**src/sv/fmrc_pkg.sv**
```systemverilog
// Shared constants, codes and types of the first-match flow rule classifier.
package fmrc_pkg;

  localparam int RULE_SLOTS = 256;
  localparam int SLOT_W     = $clog2(RULE_SLOTS);
  localparam int IDX_W      = 8;
  localparam int CMP_W      = ((SLOT_W > IDX_W) ? SLOT_W : IDX_W) + 1;
  localparam int FUNC_W     = 2;
  localparam int ACT_W      = 2;
  localparam int ADDR_W     = 32;
  localparam int LEN_W      = 6;
  localparam int PORT_W     = 16;
  localparam int CNT_W      = 32;

  localparam logic [FUNC_W-1:0] FUNC_WRITE  = 2'd0;
  localparam logic [FUNC_W-1:0] FUNC_LOOKUP = 2'd1;
  localparam logic [FUNC_W-1:0] FUNC_READ   = 2'd2;

  localparam logic [ACT_W-1:0] ACT_INVALID = 2'd0;
  localparam logic [ACT_W-1:0] ACT_ACCEPT  = 2'd1;
  localparam logic [ACT_W-1:0] ACT_DROP    = 2'd2;
  localparam logic [ACT_W-1:0] ACT_RSVD    = 2'd3;

  typedef struct packed {
    logic [FUNC_W-1:0] func;
    logic [IDX_W-1:0]  index;
    logic [ACT_W-1:0]  action;
    logic [ADDR_W-1:0] src_addr;
    logic [LEN_W-1:0]  src_len;
    logic [ADDR_W-1:0] dst_addr;
    logic [LEN_W-1:0]  dst_len;
    logic [PORT_W-1:0] src_port;
    logic [PORT_W-1:0] dst_port;
  } req_t;

  typedef struct packed {
    logic [ACT_W-1:0] verdict;
    logic             rule_hit;
    logic [IDX_W-1:0] hit_index;
    logic [CNT_W-1:0] hit_count;
  } res_t;

  typedef enum logic [1:0] {
    ADDR_IDX,
    ADDR_ZERO,
    ADDR_NEXT
  } addr_sel_t;

  typedef enum logic [2:0] {
    RES_ZERO,
    RES_WRITE,
    RES_READ,
    RES_DEFAULT,
    RES_HIT
  } res_sel_t;

  typedef enum logic [2:0] {
    ST_IDLE,
    ST_EXEC,
    ST_RD_WAIT,
    ST_SCAN,
    ST_FINISH
  } ctrl_state_t;

  typedef struct packed {
    logic      req_load;
    logic      rule_wr;
    logic      cnt_wr;
    addr_sel_t addr_sel;
    logic      res_load;
    res_sel_t  res_sel;
    logic      out_load;
  } cmd_t;

  typedef struct packed {
    logic [FUNC_W-1:0] func;
    logic              in_range;
    logic              ent_valid;
    logic              ent_match;
    logic              last_slot;
    logic              out_free;
  } stat_t;

endpackage

```
**src/sv/fmrc_ctrl.sv**
```systemverilog
// Controller: sequences rule writes, entry reads and the first-match scan.
module fmrc_ctrl (
  input  logic            clk,
  input  logic            rst_n,
  input  logic            in_valid,
  output logic            in_ready,
  input  fmrc_pkg::stat_t stat,
  output fmrc_pkg::cmd_t  cmd
);
  import fmrc_pkg::*;

  ctrl_state_t state_r;
  ctrl_state_t state_nxt;

  always_ff @(posedge clk) begin
    if (!rst_n) begin
      state_r <= ST_IDLE;
    end else begin
      state_r <= state_nxt;
    end
  end

  always_comb begin
    state_nxt    = state_r;
    in_ready     = 1'b0;
    cmd          = '0;
    cmd.addr_sel = ADDR_IDX;
    cmd.res_sel  = RES_ZERO;
    case (state_r)
      ST_IDLE: begin
        in_ready = 1'b1;
        if (in_valid) begin
          cmd.req_load = 1'b1;
          state_nxt    = ST_EXEC;
        end
      end
      ST_EXEC: begin
        case (stat.func)
          FUNC_WRITE: begin
            cmd.rule_wr  = stat.in_range;
            cmd.res_sel  = RES_WRITE;
            cmd.res_load = 1'b1;
            state_nxt    = ST_FINISH;
          end
          FUNC_READ: begin
            cmd.addr_sel = ADDR_IDX;
            state_nxt    = ST_RD_WAIT;
          end
          FUNC_LOOKUP: begin
            cmd.addr_sel = ADDR_ZERO;
            state_nxt    = ST_SCAN;
          end
          default: begin
            cmd.res_sel  = RES_ZERO;
            cmd.res_load = 1'b1;
            state_nxt    = ST_FINISH;
          end
        endcase
      end
      ST_RD_WAIT: begin
        cmd.res_sel  = RES_READ;
        cmd.res_load = 1'b1;
        state_nxt    = ST_FINISH;
      end
      ST_SCAN: begin
        // The read of the next slot is issued while this one is compared.
        if (!stat.ent_valid) begin
          cmd.res_sel  = RES_DEFAULT;
          cmd.res_load = 1'b1;
          state_nxt    = ST_FINISH;
        end else if (stat.ent_match) begin
          cmd.cnt_wr   = 1'b1;
          cmd.res_sel  = RES_HIT;
          cmd.res_load = 1'b1;
          state_nxt    = ST_FINISH;
        end else if (stat.last_slot) begin
          cmd.res_sel  = RES_DEFAULT;
          cmd.res_load = 1'b1;
          state_nxt    = ST_FINISH;
        end else begin
          cmd.addr_sel = ADDR_NEXT;
        end
      end
      ST_FINISH: begin
        if (stat.out_free) begin
          cmd.out_load = 1'b1;
          state_nxt    = ST_IDLE;
        end
      end
      default: state_nxt = ST_IDLE;
    endcase
  end

endmodule

```
**config.mk**
```make
export PLATFORM = sky130hd
export DESIGN_NAME = fmrc_ctrl
export DESIGN_NICKNAME = d
export VERILOG_FILES = /design/src/sv/fmrc_pkg.sv /design/src/sv/fmrc_ctrl.sv
export SDC_FILE = /design/constraint.sdc
export NUM_CORES = 1
export LEC_CHECK = 0
export ABC_AREA = 1
export BUFFER_PORTS_ARGS = -buffer_cell sky130_fd_sc_hd__buf_2
export CAP_MARGIN = 30
export CORE_AREA = 2 2 39 41
export DETAILED_ROUTE_END_ITERATION = 16
export DIE_AREA = 0 0 41 43
export PLACE_DENSITY_LB_ADDON = 0.3
export RECOVER_POWER = 100
export SYNTH_ARGS = -nofsm -noshare
export SYNTH_HDL_FRONTEND = slang
export SYNTH_SLANG_ARGS = --single-unit
```
**constraint.sdc**
```tcl
create_clock -name clk -period 1.3 [get_ports clk]
set_input_delay 0.26 -clock clk [delete_from_list [all_inputs] [get_ports clk]]
set_output_delay 0.26 -clock clk [all_outputs]
set_load 0.02 [all_outputs]
```
==> metrics.txt <==
gp weighted congestion roughly 0.76; drt first-iter violations 1; starting utilization of the core area between 20% and 30%; detail-routed via count per cell 4.065; total global routing overflow 0; count of TritonRoute iterations in the first routing pass 4; Tightest Pin Transition 0.1997 ns; violations in the final reports setup timing; antenna violations before repair 0; Static Leakage 0.3761 nW; slowest library cell on the worst path dfxtp_4; unrepaired setup endpoints after global routing yes; max reg flops 3; commonest cells after routing, fill and taps aside 15 x buf_4, 11 x inv_1, 11 x buf_2; clock latency on the worst-skew pair around 0.23 ns; sum of net half-perimeters after detailed placement ~670 um; Cell Chain, Critical Path nor2_1 -> nand3_1 -> nand3_4 -> a21oi_2 -> buf_4; worst voltage drop across the vdd grid between 0.5 and 0.6 mV; Synth Area per Inst around 5.7 um2; power per standard cell area 1215 nW/um2; Die X between 40 and 50 um; count of vias placed by the detailed router about 440; number of top-level pins 21; Unique masters post-synth 15; sequential share of the synthesized area about a fifth; clk_skew 0.001331 ns; most frequently used flop master after synthesis dfxtp_1; hold violation total from the final report 0; final critical delay including setup and external delays roughly 1.5 ns; Setup WS post-layout -0.1660 ns; number of setup violations in the final report 11; FF+latch count, synth 3; crit end category output pin; final routed wire length divided by cell count around 7.6 um; Post-Syn Nets slightly below 70; number of buffers created by CTS 3; delay contributed by the slowest stage of the critical path around 0.36 ns; number of diodes added for antenna fixing 0; Slew headroom between 80% and 90%; die boundary height around 43 um; highest clock rate roughly 680 MHz; signed area change from the synthesized netlist to the final layout 101.2%; Routed Wire Length 816 um; crit path DAT between 1 and 1.5 ns; commonest non-fill, non-tap cell in the layout buf_4; kind of launch point of the worst setup path flip-flop; max-cap viol count 0; final clock period utilization by the worst path 112.8%; fraction of layout instances using a drive strength above 1 around three fifths; Post-layout nets 105; cell area after technology mapping around 320 um2; biggest regs state_r (3); depth of the CTS H-tree 1; cell at the root of the clock tree clkbuf_4; synthesized instance count between 50 and 60; global-route usage over all layers between 10% and 20%; number of flops mapped to enable cells by yosys 0; die area about 1800 um2; Post-Place Setup Slack -0.06753 ns; async set-reset flop share out of synthesis 0%; residual DRC count 0; synth warn 0; clock transition at the registers of the reported paths around 0.04 ns; via count of the first global-routing pass roughly 350; critical path required time 1.04 ns; number of standard-cell rows in the floorplan 14; clock tree from TritonCTS done; final slew viol count 0; CP Class flip-flop to output pin; number of sinks handled by clock tree synthesis 3; final core utilization between 40% and 50%; maximum number of buffers from clock root to sink 2; maximum number of pins on one net before global-route repair 6; Core Footprint 1384 um2; number of buffers inserted by port buffering 20; critical path fanouts, max 5; hold crit path type primary input to flip-flop; Most flops, register state_r; Detail Route Antenna Nets 0; status complete, but fails checks; setup total negative slack -1.163 ns; global-route wire length before repair 1.283 mm
==> metrics by stage <==
step | hold slack (ns) | cell area, um2 | total power [mW] | cells
2_1_floorplan | 0.3947 | 332.8 | 0.3789 | 57
3_3_place_gp | 0.5280 | 498.0 | 0.5066 | 99
3_5_place_dp | 0.5317 | 498.0 | 0.5109 | 99
4_1_cts | 0.2789 | 588.1 | 0.7479 | 105
5_1_grt | 0.2860 | 649.4 | 0.8540 | 108
6_report | 0.2822 | 649.4 | 0.7892 | 108
==> final timing paths <==
kind                   start    endpoint  slack, ns  cells past startpoint
setup / recovery  state_r[1]      cmd[4]      -0.17                      5
setup reg to reg  state_r[0]  state_r[2]       0.09                      8
hold / removal         rst_n  state_r[0]       0.28                      3
hold reg to reg   state_r[1]  state_r[0]       0.63                      4
==> metal layers <==
metal / global-route usage [%] / wire (um) / up-vias
met4: 2.000 / 0 / 0
met5: 0 / 0 / -
li1: - / - / 243
met1: 12.26 / 374 / 183
met2: 17.50 / 396 / 13
met3: 1.571 / 45 / 0
==> cell families after synthesis <==
family,Yosys count,share of synthesized area (%)
AO/OA/AOI/OAI,5,8.525
adder cells (fa/ha/maj),2,7.751
buffers and inverters,16,18.61
flip-flops,3,18.61
AND/OR/NAND/NOR,31,46.51
==> what timing repair did <==
| item | 4_1_cts | 5_1_grt |
|---|---|---|
| hold buffers | 0 | 0 |
| pin swaps | 2 | 3 |
| cloned | 0 | 0 |
| setup buffers | 2 | 3 |
| endpoints found under the setup margin | 11 | 11 |
| gates resized for setup | 18 | 15 |
==> power breakdown <==
| part | leakage, nW | switching, mW | internal, mW | total (mW) |
|---|---|---|---|---|
| sequential | 0.0264 | 0.0320 | 0.122 | 0.154 |
| clock | 0.0150 | 0.0420 | 0.115 | 0.157 |
| combinational | 0.335 | 0.254 | 0.225 | 0.479 |
==> Yosys cell counts, types with 2 or more instances <==
cell	n	area [um2]
dfxtp_1	3	60.06
ha_1	2	25.02
nand2_1	12	45.04
inv_1	16	60.06
nand3_2	2	20.02
a21oi_1	2	10.01
nor2_1	9	33.78
nor2_2	3	18.77
nand3_1	2	10.01
==> final cells by class <==
cell class,instances,area [um2]
Inverter,16,60.06
Tap cell,16,20.02
Timing Repair Buffer,31,224.0
Sequential cell,3,68.82
Fill cell,147,734.5
Clock buffer,4,26.28
Multi-Input combinational cell,38,250.2
==> critical path: cells and delay by family, from the launching register on <==
kind | cells | cell delay, ns
flops | 1 | 0.36
compound gates | 1 | 0.03
simple gates | 3 | 0.43
buf+inv | 1 | 0.15
No activity file was read; power rests on OpenSTA's default activity.
